**config.mk**
```make
export PLATFORM = sky130hd
export DESIGN_NAME = atkinson_dither_to_bitmap_core
export DESIGN_NICKNAME = d
export VERILOG_FILES = /design/src/hw/rtl/atkdith_pkg.sv /design/src/hw/rtl/atkinson_dither_to_bitmap_core.sv /design/src/hw/rtl/atkdith_line_mem.sv
export SDC_FILE = /design/constraint.sdc
export NUM_CORES = 2
export LEC_CHECK = 0
export ABC_CLOCK_PERIOD_IN_PS = 17300
export BUFFER_PORTS_ARGS = -buffer_cell sky130_fd_sc_hd__buf_4
export CAP_MARGIN = 10
export CORE_ASPECT_RATIO = 2
export CORE_MARGIN = 3
export CORE_UTILIZATION = 40
export CTS_CLUSTER_SIZE = 8
export DETAILED_ROUTE_END_ITERATION = 10
export GPL_TIMING_DRIVEN = 0
export PLACE_DENSITY = 0.61
export SYNTH_ARGS = -nofsm -noshare
export SYNTH_HDL_FRONTEND = slang
export SYNTH_SLANG_ARGS = --single-unit
```
**constraint.sdc**
```tcl
create_clock -name i_clk -period 17.3 [get_ports i_clk]
set_clock_uncertainty 0.2 [all_clocks]
set_input_delay 5.19 -clock i_clk [delete_from_list [all_inputs] [get_ports i_clk]]
set_output_delay 5.19 -clock i_clk [all_outputs]
set_load 0.02 [all_outputs]
```
**src/hw/rtl/atkdith_pkg.sv**
```systemverilog
// shared types, constants and helpers for the atkinson dither bitmap core
`default_nettype none

package atkdith_pkg;

    // default line capacity in pixels
    localparam int MAX_WIDTH_DEF = 256;

    // configuration port shape
    localparam int CFG_IDX_W  = 3;
    localparam int CFG_DATA_W = 16;
    localparam int RW_W       = 9;
    localparam int RC_W       = 16;

    // register indexes
    localparam logic [CFG_IDX_W-1:0] CFG_PIXEL_FORMAT = 3'd0;
    localparam logic [CFG_IDX_W-1:0] CFG_ALPHA_USED   = 3'd1;
    localparam logic [CFG_IDX_W-1:0] CFG_ROW_WIDTH    = 3'd2;
    localparam logic [CFG_IDX_W-1:0] CFG_ROW_COUNT    = 3'd3;

    // register reset values
    localparam logic            PIXEL_FORMAT_RST = 1'b1;
    localparam logic            ALPHA_USED_RST   = 1'b0;
    localparam logic [RW_W-1:0] ROW_WIDTH_RST    = 9'd240;
    localparam logic [RC_W-1:0] ROW_COUNT_RST    = 16'd1;

    // gray weights and luma expansion constants
    localparam logic [16:0] W_RED     = 17'd77;
    localparam logic [16:0] W_GREEN   = 17'd150;
    localparam logic [16:0] W_BLUE    = 17'd29;
    localparam logic [16:0] RGB_ROUND = 17'd128;
    localparam logic [7:0]  Y_BLACK   = 8'd16;
    localparam logic [7:0]  Y_WHITE   = 8'd235;
    localparam logic [15:0] Y_GAIN    = 16'd149;
    localparam logic [15:0] Y_ROUND   = 16'd64;
    localparam logic [7:0]  WHITE     = 8'd255;
    localparam logic [7:0]  THRESHOLD = 8'd128;
    localparam logic [7:0]  MSB_MASK  = 8'h80;

    // diffused error: one eighth of the quantization error, -15..15
    localparam int ERR_W     = 5;
    localparam int ERR_SUM_W = 8;

    // one line store entry: last row's error and the row before it
    typedef struct packed {
        logic [ERR_W-1:0] err_prev;
        logic [ERR_W-1:0] err_pp;
    } t_line_entry;

    // sign extend an error term to the accumulator width
    function automatic logic [ERR_SUM_W-1:0] ext_err(input logic [ERR_W-1:0] v);
        return {{(ERR_SUM_W - ERR_W){v[ERR_W-1]}}, v};
    endfunction

endpackage

`default_nettype wire

```
**src/hw/rtl/atkinson_dither_to_bitmap_core.sv**
```systemverilog
// atkinson dither of a pixel stream into a packed one bit per pixel bitmap
// Usage:
//   Pixels enter in raster order on the input channel (i_in_valid / o_in_stall),
//   one transaction per pixel. Packed bytes leave on the output channel
//   (o_out_valid / i_out_stall), one transaction every eight pixels and at
//   the end of each row, with the byte column, the row and an image done flag.
//   A byte passes from the pixel that completes it through the input register,
//   the gray stage and the result register before it is valid at the output.
//   Throughput: one pixel per cycle while the output is not stalled; the error
//   feedback loop through the window registers and the line store adds no stall.
//   The line store keeps, per column, the errors of the previous two rows; the
//   first row of an image ignores its contents, so no clearing pass is needed.
//   Reset puts the registers to their defaults and starts a new image.
//   Any configuration write also starts a new image; write only when idle.
//   When the receiver stalls, the result register holds its byte, the pipeline
//   fills and o_in_stall rises once the input and gray stages are both full.
`default_nettype none

module atkinson_dither_to_bitmap_core #(
    parameter int MAX_WIDTH = atkdith_pkg::MAX_WIDTH_DEF
) (
    input  wire logic                               i_clk,
    input  wire logic                               i_rst_n,
    input  wire logic                               i_cfg_we,
    input  wire logic [atkdith_pkg::CFG_IDX_W-1:0]  i_cfg_index,
    input  wire logic [atkdith_pkg::CFG_DATA_W-1:0] i_cfg_data,
    input  wire logic                               i_in_valid,
    output logic                                    o_in_stall,
    input  wire logic [7:0]                         i_red_or_luma,
    input  wire logic [7:0]                         i_green,
    input  wire logic [7:0]                         i_blue,
    input  wire logic [7:0]                         i_opacity,
    output logic                                    o_out_valid,
    input  wire logic                               i_out_stall,
    output logic [7:0]                              o_packed_byte,
    output logic [4:0]                              o_byte_column,
    output logic [15:0]                             o_row_number,
    output logic                                    o_image_done
);

    localparam int AW   = $clog2(MAX_WIDTH);
    localparam int CW   = $clog2(MAX_WIDTH + 1);
    localparam int WW   = (CW > atkdith_pkg::RW_W) ? CW : atkdith_pkg::RW_W;
    localparam int RC_W = atkdith_pkg::RC_W;
    localparam int EW   = atkdith_pkg::ERR_W;
    localparam int SW   = atkdith_pkg::ERR_SUM_W;

    // configuration registers
    logic                          r_pixel_format;
    logic                          r_alpha_used;
    logic [atkdith_pkg::RW_W-1:0]  r_row_width;
    logic [RC_W-1:0]               r_row_count;

    always_ff @(posedge i_clk) begin
        if (!i_rst_n) begin
            r_pixel_format <= atkdith_pkg::PIXEL_FORMAT_RST;
            r_alpha_used   <= atkdith_pkg::ALPHA_USED_RST;
            r_row_width    <= atkdith_pkg::ROW_WIDTH_RST;
            r_row_count    <= atkdith_pkg::ROW_COUNT_RST;
        end else if (i_cfg_we) begin
            case (i_cfg_index)
                atkdith_pkg::CFG_PIXEL_FORMAT: r_pixel_format <= i_cfg_data[0];
                atkdith_pkg::CFG_ALPHA_USED:   r_alpha_used   <= i_cfg_data[0];
                atkdith_pkg::CFG_ROW_WIDTH:
                    r_row_width <= i_cfg_data[atkdith_pkg::RW_W-1:0];
                atkdith_pkg::CFG_ROW_COUNT:    r_row_count    <= i_cfg_data[RC_W-1:0];
                default: ;
            endcase
        end
    end

    // effective image size
    logic [WW-1:0]   rw_ext;
    logic [CW-1:0]   eff_w;
    logic [RC_W-1:0] eff_h;

    assign rw_ext = WW'(r_row_width);
    assign eff_w  = (r_row_width == '0)      ? CW'(1) :
                    (rw_ext > WW'(MAX_WIDTH)) ? CW'(MAX_WIDTH) : CW'(rw_ext);
    assign eff_h  = (r_row_count == '0) ? RC_W'(1) : r_row_count;

    // pipeline handshake
    logic r_a_valid, r_b_valid, r_o_valid;
    logic o_free, b_go, a_go, a_free, in_acc;

    assign o_free     = !r_o_valid || !i_out_stall;
    assign b_go       = r_b_valid && o_free;
    assign a_go       = r_a_valid && (!r_b_valid || b_go);
    assign a_free     = !r_a_valid || a_go;
    assign in_acc     = i_in_valid && a_free;
    assign o_in_stall = !a_free;

    // raster position of the next accepted pixel
    logic [AW-1:0]   r_f_x;
    logic [RC_W-1:0] r_f_row;
    logic [CW-1:0]   f_x_next;
    logic            f_row_end, f_last_row;

    assign f_x_next   = CW'(r_f_x) + CW'(1);
    assign f_row_end  = (f_x_next >= eff_w);
    assign f_last_row = ((RC_W + 1)'(r_f_row) + (RC_W + 1)'(1)) >= (RC_W + 1)'(eff_h);

    always_ff @(posedge i_clk) begin
        if (!i_rst_n || i_cfg_we) begin
            r_f_x   <= '0;
            r_f_row <= '0;
        end else if (in_acc) begin
            if (f_row_end) begin
                r_f_x   <= '0;
                r_f_row <= f_last_row ? '0 : r_f_row + RC_W'(1);
            end else begin
                r_f_x   <= f_x_next[AW-1:0];
            end
        end
    end

    // input register
    logic [7:0]      r_a_r, r_a_g, r_a_b, r_a_op;
    logic [AW-1:0]   r_a_x;
    logic [RC_W-1:0] r_a_row;
    logic            r_a_row_end, r_a_last_row, r_a_first_row;

    always_ff @(posedge i_clk) begin
        if (!i_rst_n) begin
            r_a_valid <= 1'b0;
        end else if (a_free) begin
            r_a_valid <= i_in_valid;
        end
    end

    always_ff @(posedge i_clk) begin
        if (in_acc) begin
            r_a_r         <= i_red_or_luma;
            r_a_g         <= i_green;
            r_a_b         <= i_blue;
            r_a_op        <= i_opacity;
            r_a_x         <= r_f_x;
            r_a_row       <= r_f_row;
            r_a_row_end   <= f_row_end;
            r_a_last_row  <= f_last_row;
            r_a_first_row <= (r_f_row == '0);
        end
    end

    // gray level from rgb or studio-range luma
    logic [16:0] rgb_sum;
    logic [7:0]  y_diff;
    logic [15:0] y_prod;
    logic [7:0]  a_gray, a_alpha;

    assign rgb_sum = 17'(r_a_r) * atkdith_pkg::W_RED + 17'(r_a_g) * atkdith_pkg::W_GREEN
                   + 17'(r_a_b) * atkdith_pkg::W_BLUE + atkdith_pkg::RGB_ROUND;
    assign y_diff  = r_a_r - atkdith_pkg::Y_BLACK;
    assign y_prod  = 16'(y_diff) * atkdith_pkg::Y_GAIN + atkdith_pkg::Y_ROUND;

    always_comb begin
        if (r_pixel_format) begin
            a_gray = rgb_sum[15:8];
        end else if (r_a_r <= atkdith_pkg::Y_BLACK) begin
            a_gray = '0;
        end else if (r_a_r >= atkdith_pkg::Y_WHITE) begin
            a_gray = atkdith_pkg::WHITE;
        end else begin
            a_gray = y_prod[14:7];
        end
        a_alpha = (r_pixel_format || r_alpha_used) ? r_a_op : atkdith_pkg::WHITE;
    end

    // gray stage register, line store read issued alongside
    logic [7:0]      r_b_gray, r_b_alpha;
    logic [AW-1:0]   r_b_x;
    logic [RC_W-1:0] r_b_row;
    logic            r_b_row_end, r_b_last_row, r_b_rd_zero;
    logic [CW-1:0]   rd_addr_w;

    assign rd_addr_w = CW'(r_a_x) + CW'(1);

    always_ff @(posedge i_clk) begin
        if (!i_rst_n) begin
            r_b_valid <= 1'b0;
        end else if (!r_b_valid || b_go) begin
            r_b_valid <= r_a_valid;
        end
    end

    always_ff @(posedge i_clk) begin
        if (a_go) begin
            r_b_gray     <= a_gray;
            r_b_alpha    <= a_alpha;
            r_b_x        <= r_a_x;
            r_b_row      <= r_a_row;
            r_b_row_end  <= r_a_row_end;
            r_b_last_row <= r_a_last_row;
            r_b_rd_zero  <= r_a_row_end || r_a_first_row;
        end
    end

    // line store of the two previous rows' errors
    atkdith_pkg::t_line_entry wr_entry, rd_entry, rd_m;

    atkdith_line_mem #(
        .MAX_WIDTH (MAX_WIDTH)
    ) u_line_mem (
        .i_clk   (i_clk),
        .i_we    (b_go),
        .i_waddr (r_b_x),
        .i_wdata (wr_entry),
        .i_re    (a_go),
        .i_raddr (rd_addr_w[AW-1:0]),
        .o_rdata (rd_entry)
    );

    assign rd_m = r_b_rd_zero ? '0 : rd_entry;

    // composite over white
    logic [7:0]  inv_alpha;
    logic [15:0] mix;
    logic [16:0] mix_q;
    logic [7:0]  comp;

    assign inv_alpha = atkdith_pkg::WHITE - r_b_alpha;
    assign mix   = 16'(r_b_gray) * 16'(r_b_alpha) + 16'(inv_alpha) * 16'(atkdith_pkg::WHITE)
                 + 16'd127;
    assign mix_q = 17'(mix) + 17'(mix[15:8]) + 17'd1;

    always_comb begin
        if (r_b_alpha == '0) begin
            comp = atkdith_pkg::WHITE;
        end else if (r_b_alpha == atkdith_pkg::WHITE) begin
            comp = r_b_gray;
        end else begin
            comp = mix_q[15:8];
        end
    end

    // error window and row-local diffusion state
    logic [EW-1:0] r_w_m1, r_w_0, r_pp0, r_e1, r_e2, r_first_err, r_first_prev;
    logic [EW-1:0] n_w_m1, n_w_0, n_pp0, n_e1, n_e2, n_first_err, n_first_prev;
    logic [7:0]    r_part, n_part;

    // carried error, clamp, threshold and new error
    logic [SW-1:0] err_sum;
    logic [9:0]    pix_sum;
    logic [7:0]    pix_val, white_gap, part_next;
    logic [EW-1:0] err_now, first_err_sel, first_prev_sel;
    logic          black, emit;

    assign err_sum = atkdith_pkg::ext_err(r_w_m1) + atkdith_pkg::ext_err(r_w_0)
                   + atkdith_pkg::ext_err(rd_m.err_prev) + atkdith_pkg::ext_err(r_pp0)
                   + atkdith_pkg::ext_err(r_e1) + atkdith_pkg::ext_err(r_e2);
    assign pix_sum = {2'b00, comp} + {{2{err_sum[SW-1]}}, err_sum};

    always_comb begin
        if (pix_sum[9]) begin
            pix_val = '0;
        end else if (pix_sum[8]) begin
            pix_val = atkdith_pkg::WHITE;
        end else begin
            pix_val = pix_sum[7:0];
        end
    end

    assign black     = (pix_val < atkdith_pkg::THRESHOLD);
    assign white_gap = atkdith_pkg::WHITE - pix_val;
    assign err_now   = black ? {1'b0, pix_val[6:3]} : (EW'(0) - {1'b0, white_gap[6:3]});
    assign part_next = black ? (r_part | (atkdith_pkg::MSB_MASK >> r_b_x[2:0])) : r_part;
    assign emit      = (r_b_x[2:0] == 3'd7) || r_b_row_end;

    assign first_err_sel  = (r_b_x == '0) ? err_now : r_first_err;
    assign first_prev_sel = (r_b_x == '0) ? r_w_0   : r_first_prev;

    assign wr_entry.err_prev = err_now;
    assign wr_entry.err_pp   = r_w_0;

    // next window state
    always_comb begin
        n_w_m1       = r_w_m1;
        n_w_0        = r_w_0;
        n_pp0        = r_pp0;
        n_e1         = r_e1;
        n_e2         = r_e2;
        n_first_err  = r_first_err;
        n_first_prev = r_first_prev;
        n_part       = r_part;
        if (b_go) begin
            if (r_b_row_end) begin
                n_w_m1 = '0;
                n_e1   = '0;
                n_e2   = '0;
                if (r_b_last_row) begin
                    n_w_0 = '0;
                    n_pp0 = '0;
                end else begin
                    n_w_0 = first_err_sel;
                    n_pp0 = first_prev_sel;
                end
            end else begin
                n_w_m1 = r_w_0;
                n_w_0  = rd_m.err_prev;
                n_pp0  = rd_m.err_pp;
                n_e2   = r_e1;
                n_e1   = err_now;
            end
            n_first_err  = first_err_sel;
            n_first_prev = first_prev_sel;
            n_part       = emit ? '0 : part_next;
        end
    end

    always_ff @(posedge i_clk) begin
        if (!i_rst_n || i_cfg_we) begin
            r_w_m1       <= '0;
            r_w_0        <= '0;
            r_pp0        <= '0;
            r_e1         <= '0;
            r_e2         <= '0;
            r_first_err  <= '0;
            r_first_prev <= '0;
            r_part       <= '0;
        end else begin
            r_w_m1       <= n_w_m1;
            r_w_0        <= n_w_0;
            r_pp0        <= n_pp0;
            r_e1         <= n_e1;
            r_e2         <= n_e2;
            r_first_err  <= n_first_err;
            r_first_prev <= n_first_prev;
            r_part       <= n_part;
        end
    end

    // result register
    logic [AW+4:0] x_wide, col_shift;
    logic [7:0]    r_o_byte;
    logic [4:0]    r_o_col;
    logic [15:0]   r_o_row;
    logic          r_o_done;

    assign x_wide    = (AW + 5)'(r_b_x);
    assign col_shift = x_wide >> 3;

    always_ff @(posedge i_clk) begin
        if (!i_rst_n) begin
            r_o_valid <= 1'b0;
        end else if (o_free) begin
            r_o_valid <= b_go && emit;
        end
    end

    always_ff @(posedge i_clk) begin
        if (b_go && emit) begin
            r_o_byte <= part_next;
            r_o_col  <= col_shift[4:0];
            r_o_row  <= r_b_row;
            r_o_done <= r_b_row_end && r_b_last_row;
        end
    end

    assign o_out_valid   = r_o_valid;
    assign o_packed_byte = r_o_byte;
    assign o_byte_column = r_o_col;
    assign o_row_number  = r_o_row;
    assign o_image_done  = r_o_done;

`ifndef ASSERT_OFF
    // raster column stays inside the row
    a_col_in_row: assert property (@(posedge i_clk) disable iff (!i_rst_n)
        (CW'(r_f_x) < eff_w))
        else $error("column counter beyond row width");

    // the pixel after a row end starts the next row at column zero
    a_row_follow: assert property (@(posedge i_clk) disable iff (!i_rst_n)
        (b_go && r_b_row_end && r_a_valid) |-> (r_a_x == '0))
        else $error("pixel after row end not at column zero");

    // a row starts with no row-local error carried in
    a_row_start_clean: assert property (@(posedge i_clk) disable iff (!i_rst_n)
        (b_go && (r_b_x == '0)) |-> (r_e1 == '0 && r_e2 == '0 && r_w_m1 == '0))
        else $error("stale row-local error at row start");
`endif

endmodule

`default_nettype wire

```
**src/hw/rtl/atkdith_line_mem.sv**
```systemverilog
// error line store: one write port, one registered read port with write bypass
`default_nettype none

module atkdith_line_mem #(
    parameter int MAX_WIDTH = atkdith_pkg::MAX_WIDTH_DEF
) (
    input  wire logic                     i_clk,
    input  wire logic                     i_we,
    input  wire logic [$clog2(MAX_WIDTH)-1:0] i_waddr,
    input  wire atkdith_pkg::t_line_entry i_wdata,
    input  wire logic                     i_re,
    input  wire logic [$clog2(MAX_WIDTH)-1:0] i_raddr,
    output atkdith_pkg::t_line_entry      o_rdata
);

    localparam int AW    = $clog2(MAX_WIDTH);
    localparam int DEPTH = 2 ** AW;

    atkdith_pkg::t_line_entry r_mem [DEPTH];
    atkdith_pkg::t_line_entry r_rdata;

    // write, and read with the entry being written passed straight through
    always_ff @(posedge i_clk) begin
        if (i_we) begin
            r_mem[i_waddr] <= i_wdata;
        end
        if (i_re) begin
            if (i_we && (i_waddr == i_raddr)) begin
                r_rdata <= i_wdata;
            end else begin
                r_rdata <= r_mem[i_raddr];
            end
        end
    end

    assign o_rdata = r_rdata;

endmodule

`default_nettype wire
```
After elaboration in Yosys (flattened, before gate mapping) --
Memory sizes are Yosys's and may differ from the RTL's. A register that Yosys moved wholly into a read port is not among the register bits. Index checks and enable logic that the tools add are counted.
Cells by class: $add $sub $neg 22, multiply operators 6, order comparisons 6, equality and inequality tests 5, shifts and indexed selects 1, muxes and demuxes 27, bitwise gates (word level) 1, reduce and logical (&&, ||, !) cells 29
Operators by type and width (number):
- 8-bit two-way mux | 10
- 5-bit two-way mux | 10
- 16-bit by 1-bit adder with 16-bit output, second input constant | 2
- 16-bit logical NOT | 2
- 16-bit two-way mux | 2
- 8-bit by 7-bit multiplier with 15-bit output, second input constant | 2
- 9-bit two-way mux | 2
- 16-bit by 1-bit adder with 17-bit output, second input constant | 1
- 17-bit by 16-bit greater-or-equal comparator with 1-bit output | 1
- 15-bit by 16-bit adder with 16-bit output | 1
- 16-bit by 13-bit adder with 16-bit output | 1
- 16-bit adder | 1
- 16-bit by 7-bit adder with 16-bit output, second input constant | 1
- 16-bit by 8-bit adder with 16-bit output | 1
- 16-bit by 8-bit adder with 16-bit output, second input constant | 1
- 8-bit adder | 2
- 8-bit logical NOT | 2
- 8-bit by 8-bit multiplier with 16-bit output | 1
- 8-bit by 8-bit multiplier with 16-bit output, second input constant | 1
- 15-bit by 7-bit adder with 15-bit output, second input constant | 1
- 8-bit by 8-bit multiplier with 15-bit output, second input constant | 1
- 8-bit by 5-bit multiplier with 13-bit output, second input constant | 1
- 9-bit by 8-bit adder with 10-bit output | 1
- 10-bit two-way mux | 1
- other kinds (27) | 48
Storage, ports and cells: bits in registers 229, memory bits (writable) 2560, output and inout bits 32, logic and storage cells 135, memories kept 1
Memory list:
- u_line_mem.r_mem | words 256, width 10, read ports 1, clocked after Yosys merged registers in 1, write ports 1, line atkdith_line_mem.sv:19 | atkdith_pkg::t_line_entry r_mem [DEPTH];

Longest topological paths before layout --
depth after elaboration 17, gate-level depth with buffers 50

Modules after synthesis --
From an unflattened synthesis, not the netlist that was laid out.
Unflattened totals: cells, all modules 6663, area total of the unflattened synthesis 118434.8 um^2
By module, submodules not included:
- atkdith_line_mem | instances 1, cells each 4777, area an instance 99426.6 um^2, seq. area each 77174.0 um^2
- atkinson_dither_to_bitmap_core | instances 1, cells each 1886, area an instance 19008.2 um^2, seq. area each 5905.7 um^2

Worst setup path before layout --
No wires, ideal clock.
kind flip-flop to flip-flop, from register r_b_alpha[6], to memory u_line_mem.r_mem[0][7] (netlist bit), data pin, library setup time 1.294 ns, data arrival time 14.792 ns, data required time 15.806 ns, path slack 1.014 ns, stages on the path, launching flop included 45, cells stage by stage edfxtp_1 -> clkbuf_1 -> inv_1 -> fa_1 -> inv_1 -> fa_1 -> fa_1 -> inv_1 -> fa_1 -> fa_1 -> inv_1 -> fa_1 -> inv_1 -> ha_1 -> a21oi_1 -> o21bai_1 -> a21oi_1 -> o211ai_1 -> [9 not listed] -> nand3b_1 -> and2_1 -> o311ai_0 -> ha_1 -> clkbuf_1 -> a21o_1 -> nand2_1 -> a21boi_0 -> or2_2 -> a21oi_1 -> o21ai_0 -> a41oi_1 -> nand2_2 -> nor2_1 -> nor2_1 -> ha_1 -> o211a_1 -> nor3_2
Between the ends: longest elaborated chain between the ends 14, elaborated cells on any way between the ends 18
Ends and longest elaborated chain:
- start, declared | line atkinson_dither_to_bitmap_core.sv:170 | logic [7:0] r_b_gray, r_b_alpha;
- start signal, assigned | line atkinson_dither_to_bitmap_core.sv:189 | r_b_alpha <= a_alpha;
- 8-bit subtractor | line atkinson_dither_to_bitmap_core.sv:221 | assign inv_alpha = atkdith_pkg::WHITE - r_b_alpha;
- 8-bit by 8-bit multiplier with 16-bit output | line atkinson_dither_to_bitmap_core.sv:222 | assign mix = 16'(r_b_gray) * 16'(r_b_alpha) + 16'(inv_alpha) * 16'(atkdith_pkg::WHITE)
- 16-bit adder | line atkinson_dither_to_bitmap_core.sv:222
- 16-bit by 7-bit adder with 16-bit output | line atkinson_dither_to_bitmap_core.sv:223 | + 16'd127;
- 16-bit by 8-bit adder with 16-bit output | line atkinson_dither_to_bitmap_core.sv:224 | assign mix_q = 17'(mix) + 17'(mix[15:8]) + 17'd1;
- 16-bit by 1-bit adder with 16-bit output | line atkinson_dither_to_bitmap_core.sv:224
- 8-bit two-way mux | line atkinson_dither_to_bitmap_core.sv:229 | end else if (r_b_alpha == atkdith_pkg::WHITE) begin
- 8-bit two-way mux * | line atkinson_dither_to_bitmap_core.sv:227 | if (r_b_alpha == '0) begin
- 9-bit by 8-bit adder with 10-bit output * | line atkinson_dither_to_bitmap_core.sv:251 | assign pix_sum = {2'b00, comp} + {{2{err_sum[SW-1]}}, err_sum};
- 8-bit two-way mux | line atkinson_dither_to_bitmap_core.sv:256 | end else if (pix_sum[8]) begin
- 8-bit two-way mux * | line atkinson_dither_to_bitmap_core.sv:254 | if (pix_sum[9]) begin
- 7-bit subtractor | line atkinson_dither_to_bitmap_core.sv:264 | assign white_gap = atkdith_pkg::WHITE - pix_val;
- 1-bit by 4-bit subtractor with 5-bit output | line atkinson_dither_to_bitmap_core.sv:265 | assign err_now = black ? {1'b0, pix_val[6:3]} : (EW'(0) - {1'b0, white_gap[6:3]});
- 5-bit two-way mux * | line atkinson_dither_to_bitmap_core.sv:265
- named net err_now[2] | line atkinson_dither_to_bitmap_core.sv:245 | logic [EW-1:0] err_now, first_err_sel, first_prev_sel;
- end, declared | line atkdith_line_mem.sv:19
Mark *: on every way through the listed nets, which the timed path passes. The rest lies on a longest branch.

Final worst setup path --
from register r_b_alpha[6], to memory u_line_mem.r_mem[90][8] (netlist bit), data pin
Same word-level chain as after synthesis.

==> out/qor.txt <==
status: finished, final reports clean
unique cell type count in the Yosys netlist: 79
vias in the first global route: 63876
global routing usage summed across all routing layers: 23.70%
Max Slew Vio Count: 0
number of buffers created by CTS: 392
maximum buffer depth of the clock tree: 4
final design utilization: 46.54%
RSZ-0062 raised after global routing: false
initial cell density of the core: 40.33%
Antenna Nets Post-Route: 0
combined area of the multi-input logic cells: 32190 µm²
clock-pin slew on the worst setup and hold paths: 0.05 ns
Post-CTS Hold Fix Bufs: 0
last weighted congestion value of the routability-driven placer: 0.9335
mean routed wirelength per cell: 34.37 µm
Die Width: 389.4 µm
Worst Path Class, Setup: register to register
I/O pin count: 88
largest fanout on the critical path: 133
EDFF count, synth: 2702
sort of element at the start of the critical path: register
Data required, critical path: 17.52 ns
final setup vio count: 0
most crowded layer after global routing: met2
relative area change from synthesis to final layout: 15.38%
Sequential Area: 83100 µm²
number of setup buffers added after CTS: 0
met1 routing resource usage after global routing: 23.79%
XOR/XNOR Fraction of Synth Area: 0.6705%
DRC errors left: 0
crit share post-route: 78.20%
most frequent cells in the layout: sky130_fd_sc_hd__edfxtp_1, sky130_fd_sc_hd__mux4_2, sky130_fd_sc_hd__clkbuf_16
met2 track demand over resource in global routing: 43.45%
Core Area: 291500 µm²
number of nets in the layout: 6931
minimum clock period: 13.53 ns
aggregate routed wire length: 356.5 mm
largest net degree at the start of global routing: 153
Die Outline Area: 300900 µm²
Clk Latency, worst-skew pair: 0.92 ns
Worst EP arrival: 13.75 ns
total via count after detailed routing: 59975
number of cells upsized or downsized after cts: 0
Syn. warnings: 0
H-tree depth: 5
average vias per placed instance: 5.783
input/output buffers: 87
post-synthesis instance area: 117600 µm²
main combinational cell family by area after synthesis: multiplexers
worst min-delay path class: register to register
global-route met3 utilization: 3.441%
DP HPWL: 257.4 mm
most common cell after layout, fill and taps aside: sky130_fd_sc_hd__edfxtp_1
CTS tree: built
register-to-register setup slack: 3.77 ns
area of all placed cells without fillers: 135700 µm²
delay of the slowest critical-path stage: 0.86 ns
synthesized-area fraction occupied by and/or/nand/nor cells: 3.050%
max-slew headroom at the worst pin: 11.14%
multiplexer share of the synthesized area: 16.34%
die extent in y: 772.7 µm
cell type with the highest occurrence count on the critical path: sky130_fd_sc_hd__fa_1
Congestion Overflow GR: 0
post-synthesis compound-gate area fraction: 1.693%
part of the Yosys area used for sequential elements: 70.67%
cell with the largest stage delay on the worst path: sky130_fd_sc_hd__nor2_1
worst-margin pin slew: 1.333 ns
1st-iter DRT viols: 6296
crit path capture type: register
average instance area after synthesis: 20.01 µm²
Clock Tree Root: sky130_fd_sc_hd__clkbuf_16
MaxCap Viol Count: 0
length of the first detailed-routing pass in iterations: 7
syn_nets: 6350
number of antenna violations at the first check in global routing: 25
total cell area at the placement stage: 124900 µm²
total negative setup slack: 0 ns
total clock sinks: 2799
filler cell count in the final layout: 24315
fraction of final layout cells with drive strength greater than 1: 24.50%
hold violation count in the final report: 0
std cell rows: 280
main flop type after synthesis: sky130_fd_sc_hd__edfxtp_1
synthesized flop and latch total: 2799
Synth async-reset ratio: 0%
highest clock frequency the design can meet: 0.07392 GHz
area share of fa/ha/maj cells after synthesis: 5.560%
global-route wire length before repair: 495.4 mm
Post-Synthesis Cells: 5876
[critical path: cells and delay by family (launching register included)]
family	cells	cell delay, ns
adder cells (fa/ha/maj)	9	3.93
AND/OR/NAND/NOR	9	2.36
XOR/XNOR	1	0.13
AO/OA/AOI/OAI	16	3.38
flip-flops	1	0.54
buffers and inverters	9	2.12
[registers in the layout, indices dropped and copies added, names as in the netlist, 9 cells and up]
name and flops:
u_line_mem.o_rdata 10, o_row_number 16, r_a_row 16, u_line_mem.r_mem 2560
r_b_row 16, r_f_row 16, r_row_count 16, r_row_width 9
[layer usage]
layer  up-vias  routed length (µm)
li1      24548                   -
met1     31879              110200
met2      2661              191500
met3       879               19850
met4         8               34910
met5         -                  51
[metrics by stage]
step,std cells,worst slack [ns],hold WS [ns]
after floorplan,5876,1.014,0.2003
after global placement,9770,-8.987,0.2006
after detailed placement,9862,3.977,0.2045
after CTS,10337,3.955,0.1343
after global routing,10365,2.994,0.1343
final,10371,3.771,0.1377
[cells in the mapped netlist, drive strengths merged (3+ instances only)]
library cell | number | area (µm²)
o21a | 22 | 165.2
o311ai | 3 | 43.80
dfxtp | 97 | 1942
o211ai | 7 | 62.56
nor3b | 11 | 87.58
a22o | 14 | 123.9
xor2 | 39 | 341.6
or2 | 18 | 112.6
xnor2 | 51 | 446.7
a31oi | 17 | 121.4
a211oi | 3 | 22.52
o31ai | 3 | 22.52
fa | 174 | 3483
nand3 | 55 | 275.3
ha | 244 | 3053
nor2 | 327 | 1235
a31o | 4 | 35.04
and3 | 20 | 125.1
inv | 328 | 1231
a21boi | 24 | 180.2
or3 | 8 | 50.05
a21oi | 76 | 384.1
nand4 | 10 | 62.56
a221oi | 4 | 41.29
buf | 71 | 316.5
nand3b | 12 | 90.09
and4 | 3 | 26.28
a21o | 24 | 180.2
mux2 | 4 | 45.04
o21bai | 11 | 82.58
nand2b | 14 | 87.58
and2 | 36 | 225.2
o21ai | 70 | 350.3
edfxtp | 2702 | 81140
nor2b | 23 | 143.9
mux4 | 850 | 19140
a22oi | 3 | 22.52
nor3 | 32 | 165.2
clkbuf | 219 | 822.0
nand2 | 206 | 775.8
nor4 | 13 | 81.33
[cells by family after synthesis]
| group | after synthesis |
|---|---|
| AOI/OAI and AO/OA | 300 |
| xor gates and xnor gates | 90 |
| adders and majority gates | 418 |
| buffers and inverters | 619 |
| DFF | 2799 |
| muxes | 856 |
| other | 1 |
| and+or+nand+nor | 793 |
[worst paths after layout]
kind / from / to / cells after the start
worst min register to register: r_b_row[6]$_DFFE_PP_ / o_row_number[6]$_DFFE_PP_ / 0
worst max-delay path: r_b_alpha[6]$_SDFFCE_PN1P_ / u_line_mem.r_mem[90][8]$_DFFE_PP_ / 44
worst min-delay path: r_b_row[6]$_DFFE_PP_ / o_row_number[6]$_DFFE_PP_ / 0
worst max register to register: r_b_alpha[6]$_SDFFCE_PN1P_ / u_line_mem.r_mem[90][8]$_DFFE_PP_ / 44
[area by class of cell]
| class | count | share of cell area, % |
|---|---|---|
| well taps | 3807 | 3.511 |
| plain buffers | 290 | 0.8993 |
| flip-flops and latches | 2799 | 61.26 |
| inverters | 329 | 0.9215 |
| repair buffers | 187 | 1.854 |
| clock buffers | 456 | 7.487 |
| multi-input cells | 2458 | 23.73 |
| diodes | 26 | 0.04796 |
| clock inverters | 19 | 0.2859 |
Power is not shown: default switching activity piles up to over one toggle a cycle in this logic, so the estimate is an artifact.
